==> config.mk <==
export PLATFORM = sky130hd
export DESIGN_NAME = ps2_keyboard_device_transmitter_unit
export DESIGN_NICKNAME = d
export VERILOG_FILES = /design/src/design/ps2kbd_pkg.sv /design/src/design/ps2kbd_key_fifo.sv /design/src/design/ps2kbd_resp_buf.sv /design/src/design/ps2kbd_tx_frame.sv /design/src/design/ps2_keyboard_device_transmitter_unit.sv
export VERILOG_INCLUDE_DIRS = /design/src /design/src/design
export SDC_FILE = /design/constraint.sdc
export NUM_CORES = 1
export LEC_CHECK = 0
export BUFFER_PORTS_ARGS = -buffer_cell sky130_fd_sc_hd__buf_2
export CAP_MARGIN = 25
export CORE_UTILIZATION = 60
export CTS_CLUSTER_SIZE = 20
export DETAILED_ROUTE_END_ITERATION = 7
export PLACE_DENSITY = 0.77
export SKIP_LAST_GASP = 1
export SLEW_MARGIN = 15
export SYNTH_ARGS = -nofsm -noshare
export SYNTH_HDL_FRONTEND = slang
export SYNTH_SLANG_ARGS = --single-unit
export TNS_END_PERCENT = 10
==> constraint.sdc <==
create_clock -name clk_i -period 21.3 [get_ports clk_i]
set_input_delay 1.065 -clock clk_i [delete_from_list [all_inputs] [get_ports clk_i]]
set_output_delay 1.065 -clock clk_i [all_outputs]
set_load 0.005 [all_outputs]
==> src/design/assert_macros.svh <==
// ----------------------------------------------------------------------------
// Assertion helpers
// Clocked assertion shorthands used by the PS/2 frame shaper RTL.
// ----------------------------------------------------------------------------
`ifndef ASSERT_MACROS_SVH
`define ASSERT_MACROS_SVH

// The property holds at every clock edge outside reset.
`define ASSERT_ALWAYS(lbl, expr, msg) \
  lbl: assert property (@(posedge clk_i) disable iff (!rst_ni) (expr)) else $error(msg);

// When the antecedent holds, the consequent holds at the same edge.
`define ASSERT_IMPLIES(lbl, ante, cons, msg) \
  lbl: assert property (@(posedge clk_i) disable iff (!rst_ni) (ante) |-> (cons)) else $error(msg);

`endif

==> src/design/ps2kbd_pkg.sv <==
// ----------------------------------------------------------------------------
// PS/2 keyboard transmitter package
// Shared sizes, codes, word types and status structs.
// ----------------------------------------------------------------------------
package ps2kbd_pkg;

  localparam int QUEUE_DEPTH    = 16;
  localparam int RESPONSE_DEPTH = 4;

  localparam int QPTR_W = $clog2(QUEUE_DEPTH);
  localparam int QCNT_W = $clog2(QUEUE_DEPTH);
  localparam int RCNT_W = $clog2(RESPONSE_DEPTH + 1);

  localparam int HALF_W  = 8;
  localparam int GAP_W   = 16;
  localparam int TICK_W  = 20;
  localparam int FRAME_W = 11;
  localparam int BIT_W   = $clog2(FRAME_W);
  localparam int SETTLE_HALVES = 4;
  localparam int PUSH_MAX = 3;

  localparam logic [BIT_W-1:0] FRAME_LAST_BIT = BIT_W'(FRAME_W - 1);

  // Word kinds.
  localparam logic [1:0] KIND_TICK  = 2'd0;
  localparam logic [1:0] KIND_MAKE  = 2'd1;
  localparam logic [1:0] KIND_BREAK = 2'd2;
  localparam logic [1:0] KIND_CMD   = 2'd3;

  // Host commands.
  localparam logic [7:0] CMD_ECHO     = 8'hEE;
  localparam logic [7:0] CMD_READ_ID  = 8'hF2;
  localparam logic [7:0] CMD_ENABLE   = 8'hF4;
  localparam logic [7:0] CMD_DISABLE  = 8'hF5;
  localparam logic [7:0] CMD_DEFAULTS = 8'hF6;
  localparam logic [7:0] CMD_RESET    = 8'hFF;

  // Device bytes.
  localparam logic [7:0] BYTE_ACK    = 8'hFA;
  localparam logic [7:0] BYTE_ECHO   = 8'hEE;
  localparam logic [7:0] BYTE_ID0    = 8'hAB;
  localparam logic [7:0] BYTE_ID1    = 8'h83;
  localparam logic [7:0] BYTE_BAT_OK = 8'hAA;
  localparam logic [7:0] BYTE_BREAK  = 8'hF0;

  // Configuration register indexes.
  localparam logic [1:0] REG_HALF_PERIOD = 2'd0;
  localparam logic [1:0] REG_GAP         = 2'd1;
  localparam logic [1:0] REG_RESET_DELAY = 2'd2;

  localparam logic [HALF_W-1:0] HALF_RESET  = HALF_W'(40);
  localparam logic [GAP_W-1:0]  GAP_RESET   = GAP_W'(2000);
  localparam logic [TICK_W-1:0] DELAY_RESET = TICK_W'(100000);

  typedef enum logic [4:0] {
    PH_IDLE    = 5'b00001,
    PH_SETUP   = 5'b00010,
    PH_CLKLOW  = 5'b00100,
    PH_CLKHIGH = 5'b01000,
    PH_SETTLE  = 5'b10000
  } phase_e;

  typedef enum logic [3:0] {
    BAT_NONE  = 4'b0001,
    BAT_WAIT  = 4'b0010,
    BAT_AFTER = 4'b0100,
    BAT_COUNT = 4'b1000
  } bat_e;

  typedef struct packed {
    logic [1:0] kind;
    logic [7:0] code;
  } in_word_t;

  typedef struct packed {
    logic       clock_low;
    logic       data_low;
    logic       accepted;
    logic       enabled;
    logic       busy_res;
    logic [3:0] queue_count;
  } out_word_t;

  typedef struct packed {
    logic [1:0]          n;
    logic [2:0][7:0]     bytes;
  } resp_push_t;

  typedef struct packed {
    logic [RCNT_W-1:0] cnt_q;
    logic [RCNT_W-1:0] cnt_d;
    logic              avail;
    logic              last;
    logic [7:0]        head;
  } resp_stat_t;

  typedef struct packed {
    logic [QCNT_W-1:0] cnt_d;
    logic              room_one;
    logic              room_two;
    logic              avail;
    logic [7:0]        head;
  } key_stat_t;

  typedef struct packed {
    logic clock_low;
    logic data_low;
    logic line_busy;
    logic seq_busy;
    logic seq_idle;
  } frame_stat_t;

  // Queue fill as shown on the result word, saturated at fifteen.
  function automatic logic [3:0] sat_count(logic [QCNT_W-1:0] c);
    return (int'(c) > 15) ? 4'd15 : 4'(c);
  endfunction

endpackage

==> src/design/ps2kbd_key_fifo.sv <==
// ----------------------------------------------------------------------------
// PS/2 key byte queue
// Circular byte queue; a key break writes the break prefix and the code.
// ----------------------------------------------------------------------------
module ps2kbd_key_fifo (
  input  logic                   clk_i,
  input  logic                   rst_ni,
  input  logic                   push_one_i,
  input  logic                   push_two_i,
  input  logic [7:0]             code_i,
  input  logic                   pop_i,
  output ps2kbd_pkg::key_stat_t  stat_o
);

  logic [7:0] mem_q [ps2kbd_pkg::QUEUE_DEPTH];
  logic [ps2kbd_pkg::QPTR_W-1:0] wr_ptr_q, wr_ptr_d, wr_next;
  logic [ps2kbd_pkg::QPTR_W-1:0] rd_ptr_q, rd_ptr_d;
  logic [ps2kbd_pkg::QCNT_W-1:0] cnt_q, cnt_d;

  function automatic logic [ps2kbd_pkg::QPTR_W-1:0] ptr_inc(
    logic [ps2kbd_pkg::QPTR_W-1:0] p
  );
    return (p == ps2kbd_pkg::QPTR_W'(ps2kbd_pkg::QUEUE_DEPTH - 1)) ?
           '0 : p + 1'b1;
  endfunction

  assign wr_next = ptr_inc(wr_ptr_q);

  always_comb begin
    wr_ptr_d = wr_ptr_q;
    rd_ptr_d = rd_ptr_q;
    cnt_d    = cnt_q;
    if (push_one_i) begin
      wr_ptr_d = wr_next;
      cnt_d    = cnt_q + 1'b1;
    end else if (push_two_i) begin
      wr_ptr_d = ptr_inc(wr_next);
      cnt_d    = cnt_q + ps2kbd_pkg::QCNT_W'(2);
    end else if (pop_i) begin
      rd_ptr_d = ptr_inc(rd_ptr_q);
      cnt_d    = cnt_q - 1'b1;
    end
  end

  always_ff @(posedge clk_i) begin
    if (push_one_i) begin
      mem_q[wr_ptr_q] <= code_i;
    end else if (push_two_i) begin
      mem_q[wr_ptr_q] <= ps2kbd_pkg::BYTE_BREAK;
      mem_q[wr_next]  <= code_i;
    end
  end

  always_ff @(posedge clk_i or negedge rst_ni) begin
    if (!rst_ni) begin
      wr_ptr_q <= '0;
      rd_ptr_q <= '0;
      cnt_q    <= '0;
    end else begin
      wr_ptr_q <= wr_ptr_d;
      rd_ptr_q <= rd_ptr_d;
      cnt_q    <= cnt_d;
    end
  end

  // One slot always stays free, so capacity is one less than the depth.
  assign stat_o.cnt_d    = cnt_d;
  assign stat_o.room_one = cnt_q < ps2kbd_pkg::QCNT_W'(ps2kbd_pkg::QUEUE_DEPTH - 1);
  assign stat_o.room_two = cnt_q < ps2kbd_pkg::QCNT_W'(ps2kbd_pkg::QUEUE_DEPTH - 2);
  assign stat_o.avail    = cnt_q != '0;
  assign stat_o.head     = mem_q[rd_ptr_q];

endmodule

==> src/design/ps2kbd_resp_buf.sv <==
// ----------------------------------------------------------------------------
// PS/2 response buffer
// Small shifting buffer of command responses, sent ahead of key bytes.
// ----------------------------------------------------------------------------
module ps2kbd_resp_buf (
  input  logic                    clk_i,
  input  logic                    rst_ni,
  input  ps2kbd_pkg::resp_push_t  push_i,
  input  logic                    pop_i,
  output ps2kbd_pkg::resp_stat_t  stat_o
);

  logic [7:0] slot_q [ps2kbd_pkg::RESPONSE_DEPTH];
  logic [7:0] slot_d [ps2kbd_pkg::RESPONSE_DEPTH];
  logic [7:0] eff    [ps2kbd_pkg::RESPONSE_DEPTH];
  logic [ps2kbd_pkg::RCNT_W-1:0] cnt_q, cnt_d, eff_cnt;

  // Pushed bytes land behind the stored ones; a pop then shifts the
  // combined contents down by one, so a byte can pass straight through.
  always_comb begin
    eff     = slot_q;
    eff_cnt = cnt_q + ps2kbd_pkg::RCNT_W'(push_i.n);
    for (int i = 0; i < ps2kbd_pkg::RESPONSE_DEPTH; i++) begin
      for (int k = 0; k < ps2kbd_pkg::PUSH_MAX; k++) begin
        if (k < int'(push_i.n) && i == int'(cnt_q) + k) begin
          eff[i] = push_i.bytes[k];
        end
      end
    end
    slot_d = eff;
    cnt_d  = eff_cnt;
    if (pop_i) begin
      for (int i = 0; i < ps2kbd_pkg::RESPONSE_DEPTH - 1; i++) begin
        slot_d[i] = eff[i+1];
      end
      cnt_d = eff_cnt - 1'b1;
    end
  end

  always_ff @(posedge clk_i) begin
    slot_q <= slot_d;
  end

  always_ff @(posedge clk_i or negedge rst_ni) begin
    if (!rst_ni) begin
      cnt_q <= '0;
    end else begin
      cnt_q <= cnt_d;
    end
  end

  assign stat_o.cnt_q = cnt_q;
  assign stat_o.cnt_d = cnt_d;
  assign stat_o.avail = eff_cnt != '0;
  assign stat_o.last  = eff_cnt == ps2kbd_pkg::RCNT_W'(1);
  assign stat_o.head  = eff[0];

endmodule

==> src/design/ps2kbd_tx_frame.sv <==
// ----------------------------------------------------------------------------
// PS/2 frame shaper
// Bit timing of one serial frame, settle and gap, and the self-test delay.
// ----------------------------------------------------------------------------
`include "assert_macros.svh"

module ps2kbd_tx_frame (
  input  logic                              clk_i,
  input  logic                              rst_ni,
  input  logic                              tick_i,
  input  logic                              bat_arm_i,
  input  logic [ps2kbd_pkg::HALF_W-1:0]     half_i,
  input  logic [ps2kbd_pkg::GAP_W-1:0]      gap_i,
  input  logic [ps2kbd_pkg::TICK_W-1:0]     delay_i,
  input  ps2kbd_pkg::resp_stat_t            resp_i,
  input  ps2kbd_pkg::key_stat_t             key_i,
  output logic                              pop_resp_o,
  output logic                              pop_key_o,
  output logic                              aa_push_o,
  output ps2kbd_pkg::frame_stat_t           stat_o
);

  ps2kbd_pkg::phase_e phase_q, phase_d, cur_phase;
  ps2kbd_pkg::bat_e   bat_q, bat_d, bat_a, bat_b;
  logic [ps2kbd_pkg::TICK_W-1:0]  ticks_q, ticks_d, cur_ticks, inc, limit, h, gap_ext;
  logic [ps2kbd_pkg::TICK_W-1:0]  bat_ticks_q, bat_ticks_d;
  logic [ps2kbd_pkg::BIT_W-1:0]   bit_q, bit_d, cur_bit;
  logic [ps2kbd_pkg::FRAME_W-1:0] shift_q, shift_d, cur_shift;
  logic                           sent_q, sent_d;
  logic                           idle, start, gap_ok, in_frame;
  logic [7:0]                     byte_sel;

  assign gap_ext = ps2kbd_pkg::TICK_W'(gap_i);

  always_comb begin
    h         = (half_i == '0) ? ps2kbd_pkg::TICK_W'(1) : ps2kbd_pkg::TICK_W'(half_i);
    idle      = phase_q == ps2kbd_pkg::PH_IDLE;
    bat_a     = bat_q;
    bat_ticks_d = bat_ticks_q;
    aa_push_o = 1'b0;

    // Self-test delay counts down only while the lines are idle.
    if (tick_i && idle && bat_q == ps2kbd_pkg::BAT_COUNT) begin
      if (bat_ticks_q == '0) begin
        aa_push_o = 1'b1;
        bat_a     = ps2kbd_pkg::BAT_NONE;
      end else begin
        bat_ticks_d = bat_ticks_q - 1'b1;
      end
    end

    gap_ok = !sent_q || ticks_q >= gap_ext;
    start  = tick_i && idle && bat_a != ps2kbd_pkg::BAT_COUNT &&
             (resp_i.avail || key_i.avail) && gap_ok;
    byte_sel   = resp_i.avail ? resp_i.head : key_i.head;
    pop_resp_o = start && resp_i.avail;
    pop_key_o  = start && !resp_i.avail;

    bat_b = bat_a;
    if (pop_resp_o && bat_a == ps2kbd_pkg::BAT_WAIT && resp_i.last) begin
      bat_b = ps2kbd_pkg::BAT_AFTER;
    end

    cur_phase = start ? ps2kbd_pkg::PH_SETUP : phase_q;
    cur_ticks = start ? '0 : ticks_q;
    cur_bit   = start ? '0 : bit_q;
    cur_shift = start ? {1'b1, ~^byte_sel, byte_sel, 1'b0} : shift_q;
    inc       = cur_ticks + 1'b1;
    limit     = (cur_phase == ps2kbd_pkg::PH_SETTLE) ?
                ps2kbd_pkg::TICK_W'(h * ps2kbd_pkg::SETTLE_HALVES) : h;

    phase_d = phase_q;
    ticks_d = ticks_q;
    bit_d   = bit_q;
    shift_d = shift_q;
    sent_d  = sent_q;
    bat_d   = bat_arm_i ? ps2kbd_pkg::BAT_WAIT : bat_b;

    if (tick_i && idle && !start) begin
      // Idle time saturates instead of wrapping.
      if (ticks_q != '1) begin
        ticks_d = ticks_q + 1'b1;
      end
    end else if (tick_i) begin
      phase_d = cur_phase;
      bit_d   = cur_bit;
      shift_d = cur_shift;
      if (inc < limit) begin
        ticks_d = inc;
      end else begin
        ticks_d = '0;
        unique case (cur_phase)
          ps2kbd_pkg::PH_SETUP: begin
            phase_d = ps2kbd_pkg::PH_CLKLOW;
          end
          ps2kbd_pkg::PH_CLKLOW: begin
            phase_d = ps2kbd_pkg::PH_CLKHIGH;
          end
          ps2kbd_pkg::PH_CLKHIGH: begin
            if (cur_bit >= ps2kbd_pkg::FRAME_LAST_BIT) begin
              phase_d = ps2kbd_pkg::PH_SETTLE;
            end else begin
              bit_d   = cur_bit + 1'b1;
              phase_d = ps2kbd_pkg::PH_SETUP;
            end
          end
          ps2kbd_pkg::PH_SETTLE: begin
            phase_d = ps2kbd_pkg::PH_IDLE;
            shift_d = '1;
            bit_d   = '0;
            sent_d  = 1'b1;
            if (bat_b == ps2kbd_pkg::BAT_AFTER) begin
              bat_d       = ps2kbd_pkg::BAT_COUNT;
              bat_ticks_d = delay_i;
            end
          end
          default: begin
            phase_d = ps2kbd_pkg::PH_IDLE;
          end
        endcase
      end
    end
  end

  always_ff @(posedge clk_i or negedge rst_ni) begin
    if (!rst_ni) begin
      phase_q     <= ps2kbd_pkg::PH_IDLE;
      bat_q       <= ps2kbd_pkg::BAT_NONE;
      ticks_q     <= '0;
      bat_ticks_q <= '0;
      bit_q       <= '0;
      shift_q     <= '1;
      sent_q      <= 1'b0;
    end else begin
      phase_q     <= phase_d;
      bat_q       <= bat_d;
      ticks_q     <= ticks_d;
      bat_ticks_q <= bat_ticks_d;
      bit_q       <= bit_d;
      shift_q     <= shift_d;
      sent_q      <= sent_d;
    end
  end

  assign in_frame = phase_d == ps2kbd_pkg::PH_SETUP ||
                    phase_d == ps2kbd_pkg::PH_CLKLOW ||
                    phase_d == ps2kbd_pkg::PH_CLKHIGH;

  assign stat_o.clock_low = phase_d == ps2kbd_pkg::PH_CLKLOW;
  assign stat_o.data_low  = (in_frame && bit_d < ps2kbd_pkg::BIT_W'(ps2kbd_pkg::FRAME_W)) ?
                            !shift_d[bit_d] : 1'b0;
  assign stat_o.line_busy = phase_d != ps2kbd_pkg::PH_IDLE || (sent_d && ticks_d < gap_ext);
  assign stat_o.seq_busy  = bat_d != ps2kbd_pkg::BAT_NONE;
  assign stat_o.seq_idle  = bat_q == ps2kbd_pkg::BAT_NONE;

  `ASSERT_IMPLIES(a_idle_lines_released, phase_q == ps2kbd_pkg::PH_IDLE, shift_q == '1 && bit_q == '0, "idle frame state not cleared")
  `ASSERT_IMPLIES(a_gap_before_frame, phase_q != ps2kbd_pkg::PH_IDLE && $past(phase_q == ps2kbd_pkg::PH_IDLE), $past(!sent_q || ticks_q >= gap_ext), "frame started inside the gap")
  `ASSERT_IMPLIES(a_no_frame_in_delay, bat_q == ps2kbd_pkg::BAT_COUNT, phase_q == ps2kbd_pkg::PH_IDLE, "frame active during self-test delay")

endmodule

==> src/design/ps2_keyboard_device_transmitter_unit.sv <==
// ----------------------------------------------------------------------------
// PS/2 keyboard device transmitter
// Key and command front end with the device-to-host serial frame shaper.
// ----------------------------------------------------------------------------
// Usage: each input word carries a kind (tick, key make, key break, host
// command) and a code byte. Every accepted word yields exactly one result
// word with the line drive levels, the accept flag, the enable flag, a busy
// flag and the key queue fill. A word is taken when in_valid_i is high and
// in_stall_o low; a result is taken when out_valid_o is high and out_stall_i
// low. Ticks advance the frame timing; other kinds update the queues and
// device state. A word passes the input register, then all state updates and
// the result are computed in one pass into the result register. Throughput
// is one word per cycle unless the receiver stalls, set by that single-pass
// update path. When the receiver stalls, the result register holds its word
// and the input register holds one more; in_stall_o rises while both are
// full. Configuration writes are always ready and take effect for later
// words. Reset clears both queues, enables the device, releases both lines
// and restores the default timing registers; no clearing pass is needed.
// ----------------------------------------------------------------------------
module ps2_keyboard_device_transmitter_unit (
  input  logic                   clk_i,
  input  logic                   rst_ni,
  input  logic                   in_valid_i,
  output logic                   in_stall_o,
  input  ps2kbd_pkg::in_word_t   in_word_i,
  output logic                   out_valid_o,
  input  logic                   out_stall_i,
  output ps2kbd_pkg::out_word_t  out_word_o,
  input  logic                   cfg_valid_i,
  output logic                   cfg_ready_o,
  input  logic [1:0]             cfg_index_i,
  input  logic [19:0]            cfg_data_i
);

  // Handshake and pipeline registers.
  logic                  in_valid_q;
  ps2kbd_pkg::in_word_t  in_word_q;
  logic                  out_valid_q;
  ps2kbd_pkg::out_word_t out_word_q, out_word_d;
  logic                  advance, fire, take_in;

  // Timing registers.
  logic [ps2kbd_pkg::HALF_W-1:0] half_q;
  logic [ps2kbd_pkg::GAP_W-1:0]  gap_q;
  logic [ps2kbd_pkg::TICK_W-1:0] delay_q;

  // Device state kept here: only the enable flag.
  logic enabled_q, enabled_d;

  // Decoded word.
  logic is_tick, is_make, is_break, is_cmd;
  logic acc_make, acc_break;
  logic cmd_take, bat_arm;
  int   need;

  ps2kbd_pkg::resp_push_t  cmd_push, resp_push;
  ps2kbd_pkg::resp_stat_t  resp_stat;
  ps2kbd_pkg::key_stat_t   key_stat;
  ps2kbd_pkg::frame_stat_t frame_stat;
  logic                    pop_resp, pop_key, aa_push;

  // The result register frees up when it is empty or being taken.
  assign advance    = !out_valid_q || !out_stall_i;
  assign fire       = in_valid_q && advance;
  assign in_stall_o = in_valid_q && !advance;
  assign take_in    = in_valid_i && !in_stall_o;

  always_ff @(posedge clk_i or negedge rst_ni) begin
    if (!rst_ni) begin
      in_valid_q  <= 1'b0;
      out_valid_q <= 1'b0;
    end else begin
      in_valid_q  <= take_in || (in_valid_q && !advance);
      out_valid_q <= fire || (out_valid_q && out_stall_i);
    end
  end

  always_ff @(posedge clk_i) begin
    if (take_in) begin
      in_word_q <= in_word_i;
    end
    if (fire) begin
      out_word_q <= out_word_d;
    end
  end

  // Configuration port never pushes back; the user must let writes land while the block idles (not enforced).
  assign cfg_ready_o = 1'b1;

  always_ff @(posedge clk_i or negedge rst_ni) begin
    if (!rst_ni) begin
      half_q  <= ps2kbd_pkg::HALF_RESET;
      gap_q   <= ps2kbd_pkg::GAP_RESET;
      delay_q <= ps2kbd_pkg::DELAY_RESET;
    end else if (cfg_valid_i && cfg_ready_o) begin
      unique case (cfg_index_i)
        ps2kbd_pkg::REG_HALF_PERIOD: half_q  <= cfg_data_i[ps2kbd_pkg::HALF_W-1:0];
        ps2kbd_pkg::REG_GAP:         gap_q   <= cfg_data_i[ps2kbd_pkg::GAP_W-1:0];
        ps2kbd_pkg::REG_RESET_DELAY: delay_q <= cfg_data_i[ps2kbd_pkg::TICK_W-1:0];
        default: ;
      endcase
    end
  end

  assign is_tick  = fire && in_word_q.kind == ps2kbd_pkg::KIND_TICK;
  assign is_make  = fire && in_word_q.kind == ps2kbd_pkg::KIND_MAKE;
  assign is_break = fire && in_word_q.kind == ps2kbd_pkg::KIND_BREAK;
  assign is_cmd   = fire && in_word_q.kind == ps2kbd_pkg::KIND_CMD;

  // Key events need the device enabled and room for every byte they add.
  assign acc_make  = enabled_q && key_stat.room_one;
  assign acc_break = enabled_q && key_stat.room_two;

  // Host commands are dropped outright when the response buffer cannot
  // hold the full answer or a reset sequence is still running.
  always_comb begin
    need      = (in_word_q.code == ps2kbd_pkg::CMD_READ_ID) ? 3 : 1;
    cmd_take  = is_cmd && frame_stat.seq_idle &&
                (int'(resp_stat.cnt_q) + need <= ps2kbd_pkg::RESPONSE_DEPTH);
    enabled_d = enabled_q;
    bat_arm   = 1'b0;
    cmd_push  = '0;
    cmd_push.bytes[0] = ps2kbd_pkg::BYTE_ACK;
    if (cmd_take) begin
      cmd_push.n = 2'd1;
      case (in_word_q.code) inside
        ps2kbd_pkg::CMD_ECHO: begin
          cmd_push.bytes[0] = ps2kbd_pkg::BYTE_ECHO;
        end
        ps2kbd_pkg::CMD_READ_ID: begin
          cmd_push.n        = 2'd3;
          cmd_push.bytes[1] = ps2kbd_pkg::BYTE_ID0;
          cmd_push.bytes[2] = ps2kbd_pkg::BYTE_ID1;
        end
        ps2kbd_pkg::CMD_ENABLE, ps2kbd_pkg::CMD_DEFAULTS: begin
          enabled_d = 1'b1;
        end
        ps2kbd_pkg::CMD_DISABLE: begin
          enabled_d = 1'b0;
        end
        ps2kbd_pkg::CMD_RESET: begin
          bat_arm = 1'b1;
        end
        default: ;
      endcase
    end
  end

  always_ff @(posedge clk_i or negedge rst_ni) begin
    if (!rst_ni) begin
      enabled_q <= 1'b1;
    end else begin
      enabled_q <= enabled_d;
    end
  end

  // The self-test pass byte only arrives on a tick, commands never do.
  always_comb begin
    resp_push = cmd_push;
    if (aa_push) begin
      resp_push          = '0;
      resp_push.n        = 2'd1;
      resp_push.bytes[0] = ps2kbd_pkg::BYTE_BAT_OK;
    end
  end

  ps2kbd_key_fifo u_key_fifo (
    .clk_i      (clk_i),
    .rst_ni     (rst_ni),
    .push_one_i (is_make && acc_make),
    .push_two_i (is_break && acc_break),
    .code_i     (in_word_q.code),
    .pop_i      (pop_key),
    .stat_o     (key_stat)
  );

  ps2kbd_resp_buf u_resp_buf (
    .clk_i  (clk_i),
    .rst_ni (rst_ni),
    .push_i (resp_push),
    .pop_i  (pop_resp),
    .stat_o (resp_stat)
  );

  ps2kbd_tx_frame u_tx_frame (
    .clk_i      (clk_i),
    .rst_ni     (rst_ni),
    .tick_i     (is_tick),
    .bat_arm_i  (bat_arm),
    .half_i     (half_q),
    .gap_i      (gap_q),
    .delay_i    (delay_q),
    .resp_i     (resp_stat),
    .key_i      (key_stat),
    .pop_resp_o (pop_resp),
    .pop_key_o  (pop_key),
    .aa_push_o  (aa_push),
    .stat_o     (frame_stat)
  );

  // The result reflects the state after this word has been applied.
  always_comb begin
    out_word_d.clock_low   = frame_stat.clock_low;
    out_word_d.data_low    = frame_stat.data_low;
    out_word_d.accepted    = is_make ? acc_make : (is_break ? acc_break : 1'b1);
    out_word_d.enabled     = enabled_d;
    out_word_d.busy_res    = frame_stat.line_busy || frame_stat.seq_busy ||
                             resp_stat.cnt_d != '0 || key_stat.cnt_d != '0;
    out_word_d.queue_count = ps2kbd_pkg::sat_count(key_stat.cnt_d);
  end

  assign out_valid_o = out_valid_q;
  assign out_word_o  = out_word_q;

endmodule
After elaboration in Yosys (flattened, before gate mapping):

Memories as Yosys holds them, arrays and structs flattened.
Index checks and enable logic that the tools add are counted.
Widths: inputs -> output; s select.

* flip-flop bits (word level): 178
* memories: 1
* bits in writable memories: 128
* logic and storage cells: 271
* bits of input ports: 37
* output and inout bits: 12
* bits in latches: 0
* memory bits (read-only): 0

Memory list
* u_key_fifo.mem_q: words 16, width 8, rd ports 1, clocked after Yosys merged registers in 0, wr ports 2, RTL line ps2kbd_key_fifo.sv:15 `logic [7:0] mem_q [ps2kbd_pkg::QUEUE_DEPTH];`

* divide/modulo/power cells: 0
* add/sub/neg operators: 15
* equal/unequal tests: 40
* multiplexer cells: 96
* bitwise gates (word level): 3
* $mul: 0
* $lt $le $gt $ge: 12
* reductions and logical operators: 75
* shift-type cells: 0

Operator list (number)
* $mux 20: 13
* $eq 3x32->1 const A: 4
* $mux 8: 15
* $logic_not 32->1: 3
* $mux 4: 22
* $eq 2x32->1 const A: 2
* $mux 11: 5
* $mux 26: 2
* $eq 8x8->1 const B: 6
* $add 20x1->20 const B: 2
* $logic_and 1x1->1: 38
* $mux 18: 2
* $mux 5: 6
* $mux 1: 25
* $mux 24: 1
* $add 4x1->4 const B: 5
* $ge 20x16->1: 1
* $logic_not 20->1: 1
* $lt 20x16->1: 1
* $lt 20x20->1: 1
* $ne 20x20->1 const B: 1
* $sub 20x1->20 const B: 1
* $eq 4x4->1 const B: 4
* $pmux 5 s3: 1
* other kinds (46): 79

Depth between registers and ports, before layout:

Gate-level depths: netlist of run 1.

* depth in word-level cells: 27
* mapped depth: 43
* mapped depth without buffers: 39

By module:

From an unflattened synthesis of run 1, not the netlist that was laid out.

* cell total of the unflattened synthesis: 1649
* area, all modules: 17728.3 sq um

By module, submodules not included
* ps2kbd_key_fifo: cells each 520, times used 1, area an instance 7045.5 sq um, seq. area each 4144.0 sq um
* ps2kbd_tx_frame: cells each 693, times used 1, area an instance 5646.7 sq um, seq. area each 1642.8 sq um
* ps2_keyboard_device_transmitter_unit: cells each 163, times used 1, area an instance 2635.0 sq um, seq. area each 1765.4 sq um
* ps2kbd_resp_buf: cells each 273, times used 1, area an instance 2401.1 sq um, seq. area each 715.7 sq um

Worst setup path before layout of run 1:

Ideal clock, no wire load.

* kind: input-to-reg
* from: input out_stall_i
* to: register out_word_q, in the netlist out_word_o[4], data pin
* setup slack: 12.743 ns
* data required time: 21.138 ns
* stages: 42
* path buffers: 4
* data arrival time: 8.395 ns
* cells stage by stage: a21bo_2 inv_2 nand4_1 nor4_1 nor2_1 inv_1 ha_1 inv_1 fa_1 ha_1 ha_1 a31o_2 a211oi_1 clkbuf_1 clkbuf_1 clkbuf_1 nor2_1 ha_1 [... 6 more ...] a211oi_1 o31ai_1 a32oi_1 a21oi_4 buf_2 o21ai_0 a21oi_1 o22a_1 ha_1 a21o_1 a21o_1 a21oi_1 nor2_1 a211oi_1 o21ai_0 nor4_1 nand3b_1 o2111ai_1

RTL lines
* start, declared: RTL line ps2_keyboard_device_transmitter_unit.sv:27 `input logic out_stall_i,`
* end signal, assigned: RTL line ps2_keyboard_device_transmitter_unit.sv:83 `out_word_q <= out_word_d;`
* end, declared: RTL line ps2_keyboard_device_transmitter_unit.sv:39 `ps2kbd_pkg::out_word_t out_word_q, out_word_d;`

==> results of run 1 <==
registers in the layout, summed over array words and instances, names as in the netlist:
name / count
u_tx_frame.bat_ticks_q: 20
out_word_o: 9
u_tx_frame.bat_q: 4
u_key_fifo.wr_ptr_q: 4
u_key_fifo.rd_ptr_q: 4
u_tx_frame.shift_q: 11
gap_q: 16
u_tx_frame.sent_q: 1
u_tx_frame.bit_q: 4
u_tx_frame.phase_q: 5
u_resp_buf.slot_q: 32
u_tx_frame.ticks_q: 20
u_key_fifo.mem_q: 128
u_resp_buf.cnt_q: 3
in_valid_q: 1
u_key_fifo.cnt_q: 4
delay_q: 20
half_q: 8
enabled_q: 1
in_word_q: 10
out_valid_o: 1
layout make-up:
class	instances	area (um2)	share of cell area, %
clock inverter	11	129	0.708
tap	341	427	2.34
sequential	306	8270	45.4
multi-input combinational	1096	7810	42.9
inverter	56	210	1.15
clock buffer	49	956	5.25
timing repair buffer	63	399	2.19
critical path: cells and delay by family, from the launching register on:
family	cells	cell delay, ns
compound gates	16	3.40
simple gates	12	3.10
fa+ha+maj	7	2.45
flops	1	0.64
xor+xnor	1	0.15
metal layers:
layer | track usage [%] | part of all wire [%] | vias up
li1 | - | - | 5679
met1 | 35.6 | 41 | 5853
met2 | 48.7 | 50 | 395
met3 | 4.07 | 5.1 | 89
met4 | 13.6 | 4.1 | 0
met5 | 0 | 0 | -
power by group:
group / total [mW] / internal (mW) / leakage [nW] / switching (mW)
logic: 0.441 / 0.192 / 3.52 / 0.248
clock network: 0.574 / 0.339 / 0.531 / 0.234
registers: 0.751 / 0.686 / 3.15 / 0.0649
total: 1.77 / 1.22 / 7.20 / 0.548
worst paths after layout:
path	end	from	slack, ns
max in group asynchronous	half_q[5]	rst_ni	19.70
max	out_word_o[4]	in_word_q[0]	11.36
min	u_resp_buf.slot_q[1]	u_resp_buf.slot_q[1]	0.42
min reg2reg	u_resp_buf.slot_q[1]	u_resp_buf.slot_q[1]	0.42
max reg2reg	out_word_o[4]	in_word_q[0]	11.36
min in group asynchronous	u_tx_frame.ticks_q[10]	rst_ni	0.49
logic make-up (layout without fill, tap and decap cells):
kind of cell / Yosys count / after routing / synth area share [%]
AOI/OAI and AO/OA: 325 / 325 / 12.9
xor gates and xnor gates: 47 / 47 / 2.48
adders and majority gates: 66 / 66 / 5.03
buffers and inverters: 134 / 179 / 3.22
DFF: 306 / 306 / 49.9
muxes: 110 / 110 / 8.91
other: 1 / 1 / 0.0226
and+or+nand+nor: 547 / 547 / 17.6
metrics by stage:
step	cell area [um2]	utilization, %	worst slack, ns	cells
2_1_floorplan	16600	-	12.74	1536
3_3_place_gp	17100	63.1	11.73	1858
3_5_place_dp	17100	63.1	11.43	1859
4_1_cts	18100	67.1	11.40	1919
5_1_grt	18200	67.4	10.56	1922
6_report	18200	67.4	11.36	1922
Yosys cell counts (11+ instances only):
master / n
a211oi_1: 11
a21o_1: 14
a21oi_1: 108
a22oi_1: 11
a31oi_1: 17
a32o_1: 12
clkbuf_1: 63
dfrtp_1: 99
dfstp_2: 28
dfxtp_1: 32
edfxtp_1: 147
ha_1: 65
inv_1: 53
mux2_2: 51
mux2i_1: 34
mux4_2: 25
nand2_1: 98
nand2b_1: 15
nand3_1: 46
nand4_1: 19
nor2_1: 109
nor2b_1: 78
nor3_1: 41
nor4_1: 11
o21ai_0: 57
o31ai_1: 19
or2_2: 69
xnor2_1: 33
xor2_1: 14
==> results.py, run 1 <==
metrics = {
    "logic_synthesis": {
        "synth_area_leaders": "edfxtp_1, dfrtp_1, ha_1",
        "yosys_warnings": 0,
        "syn_inst": 1536,
        "syn_avg_cell_area_um2": 10.8,
        "ys_ff_latch": 306,
        "synth-async-reset-ratio_pct": 41.5,
        "synth_edf_count": 147,
        "yosysUniqueCellTypes": 89,
        "syn_area_um2": 16600,
        "synthesis.nets": 1639,
        "yosysSeqAreaShare_pct": 49.9,
        "yosys.area.top_type_share_pct": 26.6,
        "synth_top_cell_by_area": "edfxtp_1",
        "synth_top_flop_cell": "edfxtp_1",
    },
    "cts": {
        "clkSlewWorstSetupHoldPaths_ns": 0.06,
        "cts_resized": 0,
        "cts.root.buffer_cell": "clkbuf_16",
        "postCtsSetupBuffers": 0,
        "clockBufferDepth": 3,
        "clk_latency_ns": 0.52,
        "htreeDepth": 2,
        "cts_buffers": 34,
        "tritoncts": "built",
        "clkSinkCount": 306,
        "holdBufCountCts": 0,
    },
    "power_and_ir_drop": {
        "total_power_mw": 1.77,
        "ir_drop_mv": 0.0887,
        "power_density_nw_per_um2": 97.0,
        "p_leak_nw": 7.20,
    },
    "routing": {
        "drc": 0,
        "wl_per_cell_um": 20.6,
        "viasPerCell": 6.25,
        "drt_iter0_drc": 1035,
        "vias": 12016,
        "drt_pass1_iterations": 6,
        "ant_nets": 0,
        "drt-total-wl_mm": 39.6,
    },
    "timing": {
        "min_period_ns": 9.94,
        "fin_worst_skew_ns": 0.0206,
        "setup_viol": 0,
        "tightestPinTransition_ns": 1.01,
        "timing.setup.tns_ns": 0,
        "finalMaxSlewViolations": 0,
        "max_freq_mhz": 101,
        "rsz0062_at_grt": "no",
        "relSlewSlack_pct": 32.1,
        "hold_viol": 0,
        "period_share_pct": 46.7,
        "hold_ws_ns": 0.423,
    },
    "final_layout": {
        "fin_nets": 1660,
        "area.growth.synth_to_final_pct": 9.81,
        "final_cell_mix": "edfxtp_1, nor2_1, a21oi_1, nand2_1, dfrtp_1",
        "layout-drive-gt1-share_pct": 20.1,
        "final_common_cell": "edfxtp_1",
        "diodes": 0,
        "fill_cells": 2036,
    },
    "die": {
        "start_util_pct": 61.3,
        "die_x_um": 168,
        "die_area_um2": 28300,
        "die-height_um": 168,
        "fp-row-count": 60,
        "ios": 49,
        "core_area_um2": 27000,
    },
    "global_route": {
        "grt_remaining_overflow": 0,
        "grt_start_max_net_pins": 80,
        "grt_pass1_vias": 11981,
        "grt_pass1_wl_mm": 62.7,
        "track_usage_pct": 28.4,
        "antenna_found_initial": 0,
    },
    "place": {
        "gp_congestion": 0.923,
        "portBuffers": 47,
        "hpwl_mm": 27.3,
    },
    "critical_path": {
        "crit_path_max_incr_delay_ns": 0.74,
        "reg2reg_depth": 36,
        "required_ns": 21.65,
        "end_kind": "register",
        "cp_max_fo": 20,
        "critPathLaunchType": "register",
        "slowest_stage": "or4b_2",
        "cpMostUsedCell": "ha_1",
        "arrival_ns": 10.30,
        "critical_path_class": "reg -> reg",
    },
    "worst_hold_path": {
        "min_path_type": "reg -> reg",
        "hold_path_depth": 2,
    },
    "job": {
        "timing.max_cap.violations": 0,
    },
    "outcome": {
        "outcome": "finished clean",
    },
}
(Power assumes the default switching activity.)
==> inputs of run 2 (changes only) <==
Settings changed: CORE_UTILIZATION 60 to 57.
Clock period 21.3 ns to 8.65 ns, I/O delays scaled along.
==> run 2 against run 1 <==
  * Register-to-register slack got worse by 11 ns
  * Non-clock buffer count increased by 15
  * Highest routed layer unchanged
  * Largest power group unchanged
  * Cell count increased by 3.1%
  * Sequential power increased by 140%
  * Count of clock-buffer cells in the layout increased by 2
  * Largest cell class unchanged
  * Worst hold slack got worse by 0.34 ns
  * Total power increased by 150%
  * Clock power increased by 150%
  * Critical endpoint unchanged
==> results.py, run 2 (synthesis results as in run 1) <==
metrics = {
    "outcome": {
        "outcome": "finished clean",
    },
    "global_route": {
        "busiest_layer": "met2",
        "use_met3_pct": 4.22,
        "grt_use_met1_pct": 38.5,
        "use_met2_pct": 42.5,
        "grt_start_max_net_pins": 78,
        "antenna_found_initial": 0,
        "track_usage_pct": 26.9,
        "grt_pass1_wl_mm": 64.1,
        "grt_remaining_overflow": 0,
        "grt_pass1_vias": 11933,
    },
    "cts": {
        "cts.root.buffer_cell": "clkbuf_16",
        "htreeDepth": 2,
        "tritoncts": "built",
        "clkSinkCount": 306,
        "clk_latency_ns": 0.53,
        "clockBufferDepth": 3,
        "cts_buffers": 34,
        "postCtsSetupBuffers": 0,
        "clkSlewWorstSetupHoldPaths_ns": 0.06,
    },
    "final_layout": {
        "regMostFlops": "u_key_fifo.mem_q",
        "diodes": 0,
        "multiInputGateArea_um2": 7840,
        "utilization_pct": 64.2,
        "final_common_cell": "edfxtp_1",
        "layout-drive-gt1-share_pct": 21.0,
        "final_cell_mix": "edfxtp_1, a21oi_1, nor2_1, nand2_1, dfrtp_1",
        "area.growth.synth_to_final_pct": 10.9,
        "fill_cells": 2152,
        "largest_reg_flops": 128,
        "fin_nets": 1675,
        "reg_top3": "u_key_fifo.mem_q x128, u_resp_buf.slot_q x32",
        "seqCellArea_um2": 8270,
    },
    "power_and_ir_drop": {
        "p_leak_nw": 7.26,
        "p_int_mw": 3.01,
        "p_comb_share_pct": 26.0,
        "p_sw_share_pct": 31.4,
        "p_clk_share_pct": 32.4,
        "power_density_nw_per_um2": 239,
        "power.switching_mw": 1.38,
        "power_frac_seq_pct": 41.7,
        "ir_drop_mv": 0.166,
    },
    "critical_path": {
        "end_kind": "register",
        "crit_path_max_incr_delay_ns": 0.73,
        "critPathLaunchType": "register",
        "critical_path_class": "reg -> reg",
        "required_ns": 8.98,
        "arrival_ns": 8.60,
        "slowest_stage": "or4b_2",
        "cp_max_fo": 11,
        "cpMostUsedCell": "ha_1",
    },
    "routing": {
        "drt-total-wl_mm": 40.1,
        "viasPerCell": 6.27,
        "ant_nets": 0,
        "wl_per_cell_um": 20.2,
        "drt_pass1_iterations": 6,
        "drt_iter0_drc": 1268,
        "drc": 0,
        "vias": 12413,
    },
    "die": {
        "ios": 49,
        "die_area_um2": 29800,
        "fp-row-count": 62,
        "die-height_um": 173,
        "die_x_um": 173,
        "core_area_um2": 28600,
        "start_util_pct": 57.9,
    },
    "worst_hold_path": {
        "min_path_type": "in -> reg",
    },
    "place": {
        "gp_congestion": 0.940,
        "portBuffers": 47,
        "hpwl_mm": 27.6,
        "dp_slack_ns": 0.140,
    },
    "timing": {
        "max_freq_mhz": 121,
        "period_share_pct": 95.6,
        "hold_viol": 0,
        "relSlewSlack_pct": 32.9,
        "finalMaxSlewViolations": 0,
        "min_period_ns": 8.27,
        "rsz0062_at_grt": "no",
        "fin_worst_skew_ns": 0.0347,
        "setup_viol": 0,
        "timing.setup.tns_ns": 0,
        "tightestPinTransition_ns": 1.01,
        "setup_ws_ns": 0.377,
    },
    "job": {
        "timing.max_cap.violations": 0,
    },
}
-- run 2: path summary, 6_finish.rpt --
path | startpoint | endpoint | slack [ns] | cells after the start
worst max-delay path | in_word_q[0] | out_word_o[4] | 0.38 | 34
worst min-delay path | in_word_i[5] | in_word_q[5] | 0.08 | 1
worst max register to register | in_word_q[0] | out_word_o[4] | 0.38 | 34
worst min register to register | u_resp_buf.slot_q[7] | u_resp_buf.slot_q[7] | 0.42 | 2
max in group asynchronous | rst_ni | delay_q[16] | 7.21 | 4
min in group asynchronous | rst_ni | u_tx_frame.ticks_q[18] | 0.42 | 2
-- run 2: layout make-up --
class,instances,area share (%)
Clock buffer,51,5.19
Clock inverter,10,0.721
Inverter,56,1.14
Multi-Input combinational cell,1096,42.6
Sequential cell,306,45.0
Tap cell,384,2.61
Timing Repair Buffer,78,2.73
-- run 2: layer usage --
metal	vias up	part of all wire, %	wire [um]
met5	-	0	0
met4	0	2.4	979
met3	79	8.1	3240
met2	556	47	18800
met1	6068	43	17100
li1	5710	-	-
-- run 2: per-stage QoR --
step	power, mW	hold WS (ns)	area, um2	std cells
2_1_floorplan	2.65	0.137	16600	1536
3_3_place_gp	2.92	0.402	17200	1915
3_5_place_dp	2.95	0.404	17200	1917
4_1_cts	4.38	0.0722	18300	1979
5_1_grt	4.59	0.0707	18400	1981
6_report	4.39	0.0803	18400	1981
-- run 2: repair_timing --
item                                    in CTS  in global routing
endpoints found under the hold margin       36                  0
gates resized for setup                      0                  7
endpoints found under the setup margin       0                  1
hold buffers                                 1                  0
-- run 2: power by group through the flow --
stage	Combinational, mW	Clock (mW)	Sequential [mW]
floorplan	0.856	0	1.79
CTS	1.11	1.44	1.83
global placement	1.07	0	1.85
detailed placement	1.10	0	1.85
global route	1.25	1.49	1.85
finish	1.14	1.42	1.83
-- run 2: worst max-delay path: cells and delay by family (launching register included) --
family / cells / cell delay, ns
AO/OA/AOI/OAI: 14 / 2.75
AND/OR/NAND/NOR: 11 / 2.48
adder cells (fa/ha/maj): 7 / 2.04
flip-flops: 1 / 0.39
XOR/XNOR: 1 / 0.25
buffers and inverters: 1 / 0.17
==> inputs of run 3 (changes only) <==
Settings changed: CORE_MARGIN set to 8, MAX_ROUTING_LAYER set to met4.
==> run 3 against run 2 <==
  * Total power up 0.53%
  * Sequential power hardly changed
  * First-iteration DRC count down 16%
  * Sequential cell count is the same
  * Cell area about the same
  * Clock power barely moved
  * Combinational power is essentially flat
  * Die area grew 17%
  * Core utilization down 0.16 points
  * Via count shrank 0.61%
  * Cell count barely moved
  * Non-clock buffer count down 1
  * Critical path type unchanged
  * Largest cell class unchanged
  * Largest power group unchanged
==> results.py, run 3 (synthesis results as in run 1) <==
metrics = {
    "outcome": {
        "outcome": "finished clean",
    },
    "die": {
        "fp-row-count": 62,
        "core_area_um2": 28700,
        "die_x_um": 187,
        "ios": 49,
        "die-height_um": 187,
        "start_util_pct": 57.8,
        "die_area_um2": 34800,
    },
    "timing": {
        "hold_ws_ns": 0.101,
        "tightestPinTransition_ns": 0.989,
        "max_freq_mhz": 123,
        "period_share_pct": 94.0,
        "setup_ws_ns": 0.516,
        "relSlewSlack_pct": 34.1,
        "hold_viol": 0,
        "fin_worst_skew_ns": 0.0120,
        "min_period_ns": 8.13,
        "finalMaxSlewViolations": 0,
        "setup_viol": 0,
    },
    "global_route": {
        "grt_remaining_overflow": 0,
        "antenna_found_initial": 0,
        "grt_use_met1_pct": 31.8,
        "busiest_layer": "met2",
        "use_met2_pct": 36.5,
        "use_met3_pct": 3.54,
        "track_usage_pct": 23.6,
        "grt_pass1_vias": 12115,
        "grt_pass1_wl_mm": 65.3,
        "grt_start_max_net_pins": 75,
    },
    "cts": {
        "tritoncts": "built",
        "clkSinkCount": 306,
        "postCtsSetupBuffers": 0,
        "cts_buffers": 34,
        "cts.root.buffer_cell": "clkbuf_16",
        "htreeDepth": 2,
        "clkSlewWorstSetupHoldPaths_ns": 0.06,
        "clk_latency_ns": 0.51,
        "clockBufferDepth": 3,
    },
    "power_and_ir_drop": {
        "p_leak_nw": 7.29,
        "ir_drop_mv": 0.184,
        "total_power_mw": 4.41,
        "power_density_nw_per_um2": 240,
    },
    "place": {
        "dp_slack_ns": 0.150,
        "hpwl_mm": 28.2,
        "portBuffers": 47,
        "gp_congestion": 0.919,
        "dp_cells": 1917,
    },
    "critical_path": {
        "arrival_ns": 8.48,
        "required_ns": 9.00,
        "slowest_stage": "or4b_2",
        "reg2reg_slack_ns": 0.52,
        "r2r-end": "out_word_o[4]",
        "cp_max_fo": 6,
        "r2r_start": "in_word_q[0]",
        "critical_path_class": "reg -> reg",
        "critPathLaunchType": "register",
        "end_kind": "register",
        "cpMostUsedCell": "ha_1",
        "crit_path_max_incr_delay_ns": 0.71,
        "reg2reg_depth": 39,
    },
    "final_layout": {
        "reg_top3": "u_key_fifo.mem_q x128, u_resp_buf.slot_q x32",
        "final_cell_mix": "edfxtp_1, nor2_1, a21oi_1, nand2_1, dfrtp_1",
        "layout-drive-gt1-share_pct": 21.4,
        "finalNonFillerCells": 1980,
        "area.growth.synth_to_final_pct": 11.0,
        "fin_nets": 1674,
        "final_common_cell": "edfxtp_1",
        "regMostFlops": "u_key_fifo.mem_q",
        "largest_reg_flops": 128,
    },
    "job": {
        "timing.max_cap.violations": 0,
    },
    "worst_hold_path": {
        "hold_path_depth": 1,
        "holdPathEnd": "in_word_q[5]",
        "min_path_type": "in -> reg",
        "min_from": "in_word_i[5]",
    },
    "routing": {
        "wl_per_cell_um": 20.5,
        "drt-total-wl_mm": 40.6,
        "drt_pass1_iterations": 5,
        "vias": 12337,
        "drt_iter0_drc": 1061,
        "drc": 0,
        "ant_nets": 0,
        "viasPerCell": 6.23,
    },
}
## run 3: timing repair
item / CTS / global route
hold buffers: 1 / 0
resized for setup: 0 / 7
endpoints found under the hold margin: 60 / 0
endpoints found under the setup margin: 0 / 1
## run 3: worst max-delay path, delay by kind of cell, from the launching register on
family	cells	cell delay (ns)
AOI/OAI and AO/OA	15	2.76
and+or+nand+nor	13	2.32
adders and majority gates	8	2.21
DFF	1	0.37
buffers and inverters	2	0.20
xor gates and xnor gates	1	0.15
## run 3: stage by stage
step | cell area (um2) | TNS [ns] | utilization [%]
final | 18400 | 0 | 64.1
after global routing | 18400 | -0.0102 | 64.1
after detailed placement | 17200 | 0 | 60.0
after global placement | 17200 | 0 | 60.0
after CTS | 18300 | 0 | 63.9
after floorplan | 16600 | 0 | -
## run 3: final cells by class
type,count,area (um2)
sequential,306,8270
antenna,1,2.50
inverter,56,210
clock buffer,42,931
tap,384,480
fill,2263,10300
multi-input combinational,1096,7840
clock inverter,18,184
timing repair buffer,77,474
## run 3: how the worst max path moves through the flow
stage / startpoint / end / slack [ns]
3_3_place_gp: in_word_q[0] / out_word_o[4] / 0.40
4_1_cts: in_word_q[0] / out_word_o[4] / 0.07
3_5_place_dp: in_word_q[0] / out_word_o[4] / 0.15
5_1_grt: in_word_q[0] / out_word_o[4] / -0.01
2_1_floorplan: in_word_q[2] / out_word_o[4] / 0.14
6_report: in_word_q[0] / out_word_o[4] / 0.52
## run 3: power breakdown
group	internal (mW)	leakage [nW]	switching (mW)	total [mW]
Sequential	1.69	3.15	0.141	1.83
Clock	0.857	0.556	0.585	1.44
Combinational	0.486	3.58	0.653	1.14
Total	3.03	7.29	1.38	4.41
## run 3: routing by layer
metal	routed length (um)	vias up
met5	0	-
met4	1170	0
met3	2760	88
met2	19000	462
met1	17700	6066
li1	-	5721
